`src/rtl/fscp_pkg.sv`:
```
// ----------------------------------------------------------------------------
// fscp_pkg: shared types and constants
// Character codes, field widths and result type for the framed step parser.
// ----------------------------------------------------------------------------
package fscp_pkg;

  localparam int BufferChars = 64;
  localparam int PosWidth    = $clog2(BufferChars);
  localparam int ValueWidth  = 28;
  localparam int NumFields   = 4;
  localparam int FieldChars  = 8;
  localparam int FirstField  = 2;

  localparam logic [7:0] CharStart = 8'h3C;  // '<'
  localparam logic [7:0] CharEnd   = 8'h3E;  // '>'
  localparam logic [7:0] CharStep  = 8'h53;  // 'S'
  localparam logic [7:0] CharSpace = 8'h20;
  localparam logic [7:0] CharMinus = 8'h2D;
  localparam logic [7:0] CharPlus  = 8'h2B;
  localparam logic [7:0] CharZero  = 8'h30;
  localparam logic [7:0] CharNine  = 8'h39;
  localparam logic [7:0] CharTab   = 8'h09;
  localparam logic [7:0] CharCr    = 8'h0D;

  localparam logic STATUS_STEP    = 1'b0;
  localparam logic STATUS_UNKNOWN = 1'b1;

  typedef enum logic [1:0] {
    PH_LEADING,
    PH_DIGITS,
    PH_DONE
  } phase_e;

  typedef logic signed [ValueWidth-1:0] value_t;

  typedef struct packed {
    logic   status;
    value_t radial_step_goal;
    value_t radial_timer_count;
    value_t angular_step_goal;
    value_t angular_timer_count;
  } result_t;

endpackage

```
`src/rtl/framed_step_command_parser_top.sv`:
```
// A taken '>' request writes its result to the output register, or to skid while stalled.
// Throughput: one byte per cycle while in_stall_o is low; all parse state is updated in
// the cycle of the request. A two-entry output (result register plus skid register) lets
// input continue while a result waits; input stalls only when both entries are full.
// Reset: rst_ni asynchronous active low clears frame state, field values and valid flags.
// ----------------------------------------------------------------------------
// framed_step_command_parser_top
// Parses '<'...'>' framed ASCII step commands into four signed decimal fields.
// ----------------------------------------------------------------------------
module framed_step_command_parser_top
  import fscp_pkg::*;
(
  input  logic         clk_i,
  input  logic         rst_ni,
  input  logic         in_valid_i,
  output logic         in_stall_o,
  input  logic [7:0]   rx_byte_i,
  output logic         out_valid_o,
  input  logic         out_stall_i,
  output logic         status_o,
  output value_t       radial_step_goal_o,
  output value_t       radial_timer_count_o,
  output value_t       angular_step_goal_o,
  output value_t       angular_timer_count_o
);

  logic                in_frame_q, in_frame_d;
  logic [PosWidth-1:0] pos_q, pos_d;
  logic                is_step_q, is_step_d;
  logic [2:0]          field_q, field_d;
  logic [3:0]          chars_q, chars_d;
  logic                skip_q, skip_d;
  phase_e              phase_q, phase_d;
  logic                neg_q, neg_d;
  value_t              vals_q [NumFields];
  value_t              vals_d [NumFields];

  result_t out_q, skid_q, res;
  logic    out_valid_q, skid_valid_q;
  logic    accept, new_res, out_free;

  logic [1:0] idx;
  logic       is_digit, is_ws, is_sign;
  value_t     digit, cur_val;

  assign accept   = in_valid_i && !in_stall_o;
  assign idx      = field_q[1:0];
  assign is_digit = (rx_byte_i >= CharZero) && (rx_byte_i <= CharNine);
  assign is_ws    = (rx_byte_i >= CharTab) && (rx_byte_i <= CharCr);
  assign is_sign  = (rx_byte_i == CharMinus) || (rx_byte_i == CharPlus);
  assign digit    = value_t'(rx_byte_i - CharZero);
  assign cur_val  = vals_q[idx];

  always_comb begin
    in_frame_d = in_frame_q;
    pos_d      = pos_q;
    is_step_d  = is_step_q;
    field_d    = field_q;
    chars_d    = chars_q;
    skip_d     = skip_q;
    phase_d    = phase_q;
    neg_d      = neg_q;
    vals_d     = vals_q;
    new_res    = 1'b0;
    if (accept) begin
      if (!in_frame_q) begin
        if (rx_byte_i == CharStart) begin
          in_frame_d = 1'b1;
          pos_d      = '0;
          is_step_d  = 1'b0;
          field_d    = '0;
          chars_d    = '0;
          skip_d     = 1'b0;
          phase_d    = PH_LEADING;
          neg_d      = 1'b0;
          for (int k = 0; k < NumFields; k++) vals_d[k] = '0;
        end
      end else if (rx_byte_i != CharEnd) begin
        if (pos_q < PosWidth'(BufferChars - 1)) begin
          pos_d = pos_q + 1'b1;
          if (pos_q == '0) begin
            is_step_d = (rx_byte_i == CharStep);
          end else if (pos_q < PosWidth'(FirstField) || !is_step_q ||
                       field_q >= 3'(NumFields)) begin
            // nothing to parse
          end else if (skip_q) begin
            skip_d = 1'b0;
          end else if (rx_byte_i == CharSpace) begin
            field_d = field_q + 1'b1;
            chars_d = '0;
            phase_d = PH_LEADING;
            neg_d   = 1'b0;
          end else begin
            // atol-style conversion of one character
            if (phase_q == PH_LEADING && is_sign) begin
              neg_d   = (rx_byte_i == CharMinus);
              phase_d = PH_DIGITS;
            end else if ((phase_q == PH_LEADING && !is_ws) || phase_q == PH_DIGITS) begin
              if (is_digit) begin
                phase_d     = PH_DIGITS;
                vals_d[idx] = (cur_val <<< 3) + (cur_val <<< 1) + (neg_q ? -digit : digit);
              end else begin
                phase_d = PH_DONE;
              end
            end
            chars_d = chars_q + 1'b1;
            if (chars_q == 4'(FieldChars - 1)) begin
              field_d = field_q + 1'b1;
              chars_d = '0;
              phase_d = PH_LEADING;
              neg_d   = 1'b0;
              skip_d  = 1'b1;
            end
          end
        end
      end else begin
        in_frame_d = 1'b0;
        new_res    = 1'b1;
      end
    end
  end

  always_comb begin
    if (is_step_q) begin
      res.status              = STATUS_STEP;
      res.radial_step_goal    = vals_q[0];
      res.radial_timer_count  = vals_q[1];
      res.angular_step_goal   = vals_q[2];
      res.angular_timer_count = vals_q[3];
    end else begin
      res.status              = STATUS_UNKNOWN;
      res.radial_step_goal    = '0;
      res.radial_timer_count  = '0;
      res.angular_step_goal   = '0;
      res.angular_timer_count = '0;
    end
  end

  always_ff @(posedge clk_i or negedge rst_ni) begin
    if (!rst_ni) begin
      in_frame_q <= 1'b0;
      pos_q      <= '0;
      is_step_q  <= 1'b0;
      field_q    <= '0;
      chars_q    <= '0;
      skip_q     <= 1'b0;
      phase_q    <= PH_LEADING;
      neg_q      <= 1'b0;
      for (int k = 0; k < NumFields; k++) vals_q[k] <= '0;
    end else begin
      in_frame_q <= in_frame_d;
      pos_q      <= pos_d;
      is_step_q  <= is_step_d;
      field_q    <= field_d;
      chars_q    <= chars_d;
      skip_q     <= skip_d;
      phase_q    <= phase_d;
      neg_q      <= neg_d;
      vals_q     <= vals_d;
    end
  end

  // output register with one skid entry behind it
  assign out_free   = !out_valid_q || !out_stall_i;
  assign in_stall_o = skid_valid_q;

  always_ff @(posedge clk_i or negedge rst_ni) begin
    if (!rst_ni) begin
      out_valid_q  <= 1'b0;
      skid_valid_q <= 1'b0;
    end else if (out_free) begin
      out_valid_q  <= skid_valid_q || new_res;
      skid_valid_q <= skid_valid_q && new_res;
    end else if (new_res) begin
      skid_valid_q <= 1'b1;
    end
  end

  always_ff @(posedge clk_i) begin
    if (out_free) begin
      if (skid_valid_q) begin
        out_q <= skid_q;
        if (new_res) skid_q <= res;
      end else if (new_res) begin
        out_q <= res;
      end
    end else if (new_res) begin
      skid_q <= res;
    end
  end

  assign out_valid_o           = out_valid_q;
  assign status_o              = out_q.status;
  assign radial_step_goal_o    = out_q.radial_step_goal;
  assign radial_timer_count_o  = out_q.radial_timer_count;
  assign angular_step_goal_o   = out_q.angular_step_goal;
  assign angular_timer_count_o = out_q.angular_timer_count;

endmodule

```
`config.mk`:
```
export PLATFORM = sky130hd
export DESIGN_NAME = framed_step_command_parser_top
export DESIGN_NICKNAME = d
export VERILOG_FILES = /design/src/rtl/fscp_pkg.sv /design/src/rtl/framed_step_command_parser_top.sv
export SDC_FILE = /design/constraint.sdc
export NUM_CORES = 1
export LEC_CHECK = 0
export ABC_AREA = 1
export BUFFER_PORTS_ARGS = -buffer_cell sky130_fd_sc_hd__clkbuf_2
export CORE_MARGIN = 4
export CORE_UTILIZATION = 66
export CTS_CLUSTER_SIZE = 30
export DETAILED_ROUTE_END_ITERATION = 10
export HOLD_SLACK_MARGIN = 0.05
export PLACE_DENSITY = 0.93
export SYNTH_ARGS = -nofsm -noshare
export SYNTH_HDL_FRONTEND = slang
export SYNTH_SLANG_ARGS = --single-unit
```
`constraint.sdc`:
```
create_clock -name clk_i -period 15.4 [get_ports clk_i]
set_input_delay 0 -clock clk_i [delete_from_list [all_inputs] [get_ports clk_i]]
set_output_delay 0 -clock clk_i [all_outputs]
set_load 0.05 [all_outputs]
```
==> flow_summary.html <==
<table>
<tr><th>Metric</th><th>Value</th></tr>
<tr><th colspan="2">Timing</th></tr>
<tr><td>Max transition margin</td><td>17.7%</td></tr>
<tr><td>Final setup fails</td><td>0</td></tr>
<tr><td>Number of pins with negative max-slew slack in the final report</td><td>0</td></tr>
<tr><td>Final period utilization</td><td>between 30% and 40%</td></tr>
<tr><td>Largest clock skew in the final design</td><td>a little under 0.03 ns</td></tr>
<tr><td>Total negative slack for setup checks</td><td>0 ns</td></tr>
<tr><td>Slew @ Worst Pin</td><td>~1.2 ns</td></tr>
<tr><td>Crit path time final</td><td>between 5 and 6 ns</td></tr>
<tr><td>Setup repair after global routing missed its margin</td><td>false</td></tr>
<tr><td>Maximum clock frequency</td><td>just under 0.2 GHz</td></tr>
<tr><td>Hold violation total from the final report</td><td>0</td></tr>
<tr><th colspan="2">Routing</th></tr>
<tr><td>Highest signal layer in the routed design</td><td>met4</td></tr>
<tr><td>Number of design-rule violations left by the first detailed-router iteration</td><td>between 2000 and 2500</td></tr>
<tr><td>Metal3 WL</td><td>roughly 5600 um</td></tr>
<tr><td>Router iterations before antenna repair</td><td>6</td></tr>
<tr><td>Detailed-route wire length on metal 1</td><td>~19000 um</td></tr>
<tr><td>Vias</td><td>around 15000</td></tr>
<tr><td>Mean number of vias per cell</td><td>5.91</td></tr>
<tr><td>DRT Wirelength</td><td>between 40000 and 50000 um</td></tr>
<tr><td>Average routed wire per standard cell</td><td>19.5 um</td></tr>
<tr><td>Final ANT Viol Nets</td><td>0</td></tr>
<tr><td>Remaining design rule violation count</td><td>0</td></tr>
<tr><td>Metal2 WL</td><td>roughly 22000 um</td></tr>
<tr><th colspan="2">Setup path</th></tr>
<tr><td>Slack of the worst reg-to-reg path</td><td>between 10 and 15 ns</td></tr>
<tr><td>Most frequent cell on the critical path</td><td>sky130_fd_sc_hd__nand2_1</td></tr>
<tr><td>Data required time of the critical path</td><td>between 15 and 20 ns</td></tr>
<tr><td>Worst-path fanout max</td><td>39</td></tr>
<tr><td>Endpoint of the most critical register-to-register path</td><td>vals_q[101]</td></tr>
<tr><td>Category of the critical setup timing path</td><td>reg -&gt; reg</td></tr>
<tr><td>Cell chain of the critical path</td><td>inv_1 &gt; o21ai_0 &gt; o22ai_1 &gt; fa_1 &gt; ha_1 &gt; nand2_1 &gt; nor2_1 &gt; nand2_1 &gt; nand2_1 &gt; nand2_1 &gt; nand2_1 &gt; xor2_1 &gt; nand2_1 &gt; nand2_1</td></tr>
<tr><td>R2R cell count</td><td>14</td></tr>
<tr><td>Slowest-stage cell, CP</td><td>sky130_fd_sc_hd__inv_1</td></tr>
<tr><td>Startpoint of the worst register-to-register path</td><td>field_q[1]</td></tr>
<tr><td>CP peak stage delay</td><td>1.05 ns</td></tr>
<tr><td>Startpoint type of the worst setup path</td><td>register</td></tr>
<tr><td>Arrival time at the worst endpoint</td><td>roughly 5.5 ns</td></tr>
<tr><td>Kind of capture point of the worst setup path</td><td>register</td></tr>
<tr><th colspan="2">Synthesis</th></tr>
<tr><td>Number of flip-flops and latches in the synthesized netlist</td><td>359</td></tr>
<tr><td>Cell type with the largest total area after synthesis</td><td>sky130_fd_sc_hd__edfxtp_1</td></tr>
<tr><td>Primary flip-flop cell chosen by synthesis mapping</td><td>sky130_fd_sc_hd__edfxtp_1</td></tr>
<tr><td>Count of flip-flops with a built-in enable after synthesis</td><td>between 200 and 250</td></tr>
<tr><td>Area fraction of the dominant cell type after synthesis</td><td>between 30% and 40%</td></tr>
<tr><td>Yosys Warn Count</td><td>0</td></tr>
<tr><td>Netlist area before placement</td><td>~0.018 mm^2</td></tr>
<tr><td>Proportion of register bits with asynchronous set or reset after synthesis</td><td>37.0%</td></tr>
<tr><td>Count of cell types in the netlist</td><td>39</td></tr>
<tr><td>Cell count after synthesis</td><td>just over 2000</td></tr>
<tr><td>Sequential cell area fraction in the yosys report</td><td>about 56%</td></tr>
<tr><td>Biggest area contributors in the synthesized netlist</td><td>sky130_fd_sc_hd__edfxtp_1 (38%), sky130_fd_sc_hd__dfrtp_1 (18%), sky130_fd_sc_hd__nand2_1 (17%), sky130_fd_sc_hd__o21ai_0 (4.9%), sky130_fd_sc_hd__inv_1 (4.8%)</td></tr>
<tr><td>Post-synthesis average cell area</td><td>~8.9 um^2</td></tr>
<tr><td>Post-Syn Nets</td><td>2110</td></tr>
<tr><th colspan="2">Global routing</th></tr>
<tr><td>Aggregate global routing overflow</td><td>0</td></tr>
<tr><td>Wire length of the first global-routing pass</td><td>75600 um</td></tr>
<tr><td>Via count of the first global-routing pass</td><td>13900</td></tr>
<tr><td>Antenna violations before repair</td><td>1</td></tr>
<tr><td>Maximum number of pins on one net before global-route repair</td><td>120</td></tr>
<tr><td>Total GRT Usage</td><td>31.7%</td></tr>
<tr><th colspan="2">Floorplanning</th></tr>
<tr><td>Num rows</td><td>60</td></tr>
<tr><td>Core area</td><td>roughly 0.027 mm^2</td></tr>
<tr><td>Floorplan die width</td><td>173 um</td></tr>
<tr><td>Die Footprint</td><td>0.0301 mm^2</td></tr>
<tr><td>Number of primary I/O pins</td><td>127</td></tr>
<tr><td>Initial standard-cell utilization of the core</td><td>67.0%</td></tr>
<tr><td>Die height</td><td>roughly 170 um</td></tr>
<tr><th colspan="2">Hold path</th></tr>
<tr><td>Hold Crit Endpoint</td><td>neg_q</td></tr>
<tr><td>Worst hold path type</td><td>in -&gt; reg</td></tr>
<tr><td>Worst Hold Path Cells</td><td>6</td></tr>
<tr><td>Hold path start</td><td>rx_byte_i[7]</td></tr>
<tr><th colspan="2">Power</th></tr>
<tr><td>Pleak</td><td>roughly 10 nW</td></tr>
<tr><td>Internal cell power</td><td>approximately 0.0018 W</td></tr>
<tr><td>Ratio of total power to cell area</td><td>roughly 140 mW/mm^2</td></tr>
<tr><td>Clock share of power</td><td>roughly 29%</td></tr>
<tr><td>Power share of the sequential group</td><td>37.2%</td></tr>
<tr><td>Switching share of power</td><td>approximately two fifths</td></tr>
<tr><td>Net load switching power</td><td>roughly 0.0011 W</td></tr>
<tr><td>Part of the total power dissipated in combinational logic</td><td>between 30 and 40%</td></tr>
<tr><td>Maximum VDD drop</td><td>0.116 mV</td></tr>
<tr><th colspan="2">Placed design</th></tr>
<tr><td>Number of buffers inserted by port buffering</td><td>roughly 130</td></tr>
<tr><td>DPL Wire Length</td><td>roughly 34000 um</td></tr>
<tr><td>Weighted congestion reported at the end of routability-driven placement</td><td>between 1 and 1.5</td></tr>
<tr><th colspan="2">Clock network</th></tr>
<tr><td>TritonCTS buffer count</td><td>36</td></tr>
<tr><td>Clock insertion delay at the later pin of the skew report</td><td>about 0.53 ns</td></tr>
<tr><td>Clock slew at reported path FFs</td><td>~0.060 ns</td></tr>
<tr><td>Count of cells resized by post-cts repair</td><td>0</td></tr>
<tr><td>Cts-stage hold buffer count</td><td>8</td></tr>
<tr><td>Bufs on Longest Clock Path</td><td>3</td></tr>
<tr><td>Setup repair bufs after CTS</td><td>0</td></tr>
<tr><td>CTS tree</td><td>yes</td></tr>
<tr><td>H-tree depth</td><td>2</td></tr>
<tr><td>CTS sink cnt</td><td>359</td></tr>
<tr><td>Clock root buffer</td><td>sky130_fd_sc_hd__clkbuf_16</td></tr>
<tr><th colspan="2">Final layout</th></tr>
<tr><td>Leading cell types in the layout, fill and taps excluded</td><td>sky130_fd_sc_hd__nand2_1 (831), sky130_fd_sc_hd__inv_1 (233), sky130_fd_sc_hd__edfxtp_1 (226), sky130_fd_sc_hd__o21ai_0 (177), sky130_fd_sc_hd__dfrtp_1 (131)</td></tr>
<tr><td>Fraction of final layout cells sized beyond drive strength 1</td><td>about 9.9%</td></tr>
<tr><td>FF/Latch Area</td><td>between 0.01 and 0.015 mm^2</td></tr>
<tr><td>Post-layout utilization of the core</td><td>~74%</td></tr>
<tr><td>Area overhead of the layout relative to synthesis</td><td>10.9%</td></tr>
<tr><td>Leading cell type in the layout, fill and taps excluded</td><td>sky130_fd_sc_hd__nand2_1</td></tr>
<tr><td>Number of fill cells in the layout</td><td>~1800</td></tr>
<tr><td>Multi-input combinational cell area</td><td>roughly 0.0067 mm^2</td></tr>
<tr><td>Final net count</td><td>between 2000 and 2500</td></tr>
<tr><th colspan="2">Outcome</th></tr>
<tr><td>Status</td><td>completed</td></tr>
<tr><th colspan="2">Job</th></tr>
<tr><td>Max-cap violation count</td><td>0</td></tr>
</table>
critical path, delay by kind of cell, from the launching register on:
kind | cells | cell delay, ns
xor+xnor | 1 | 0.52
buf+inv | 1 | 1.05
flops | 1 | 0.67
fa+ha+maj | 2 | 0.88
simple gates | 8 | 1.00
compound gates | 2 | 0.90
state kept, by name, indices dropped and copies added (netlist names), 4 cells and up:
register               flops
pos_q                      6
radial_step_goal_o        28
radial_timer_count_o      28
chars_q                    4
angular_timer_count_o     28
skid_q                   113
vals_q                   112
angular_step_goal_o       28
cells by family (layout without fill, tap and decap cells):
kind of cell,Yosys count,after routing,share of synthesized area (%)
simple gates,1003,1003,22.2
flops,359,359,56.0
buf+inv,315,447,7.01
compound gates,249,249,7.42
fa+ha+maj,73,73,6.10
xor+xnor,26,26,1.26
other cells,0,1,0
through the flow:
stage	power (W)	std cells	worst slack [ns]	cell area (um^2)	hold slack, ns
6_report	0.00287	2499	10.31	20000	0.0728
5_1_grt	0.00299	2498	10.18	20000	0.148
4_1_cts	0.00283	2498	10.59	20000	0.0665
3_5_place_dp	0.00200	2424	10.65	18800	0.0800
3_3_place_gp	0.00199	2424	10.72	18800	0.0725
2_1_floorplan	0.00171	2025	8.32	18100	-0.296
synth_stat cells (17+ instances only):
master                     count
sky130_fd_sc_hd__a21oi_1      35
sky130_fd_sc_hd__clkbuf_1     53
sky130_fd_sc_hd__dfrtp_1     133
sky130_fd_sc_hd__edfxtp_1    226
sky130_fd_sc_hd__fa_1         25
sky130_fd_sc_hd__ha_1         48
sky130_fd_sc_hd__inv_1       233
sky130_fd_sc_hd__nand2_1     831
sky130_fd_sc_hd__nand3_1      43
sky130_fd_sc_hd__nor2_1       92
sky130_fd_sc_hd__o21ai_0     177
sky130_fd_sc_hd__o22ai_1      17
sky130_fd_sc_hd__xor2_1       21
power groups by stage:
stage               Clock, W  Sequential, W  Combinational [W]
global placement           0        0.00108           0.000910
CTS                 0.000838        0.00106           0.000927
finish              0.000837        0.00107           0.000968
detailed placement         0        0.00108           0.000916
global route        0.000881        0.00107            0.00104
floorplan                  0        0.00107           0.000639
final cells by class:
type                    count  area share [%]
clock inverters            10           0.543
diodes                      1          0.0125
multi-input cells        1351            33.4
flip-flops and latches    359            50.5
clock buffers              56            4.98
inverters                 238            4.46
repair buffers            143            3.90
well taps                 341            2.13
per-layer routing:
layer	up-vias	global-route usage [%]
li1	6662	-
met1	6957	43.9
met2	990	50.3
met3	151	6.54
met4	0	11.8
met5	-	0
how the worst max path moves through the flow:
stage / from / to / slack, ns / depth (start not counted)
2_1_floorplan: in_stall_o / angular_step_goal_o[0] / 8.32 / 7
3_3_place_gp: field_q[1] / vals_q[17] / 10.72 / 16
3_5_place_dp: field_q[1] / vals_q[101] / 10.65 / 16
4_1_cts: field_q[1] / vals_q[101] / 10.59 / 16
5_1_grt: field_q[1] / vals_q[101] / 10.18 / 14
6_report: field_q[1] / vals_q[101] / 10.31 / 14
Note: power is estimated with default switching activity, not from simulation.
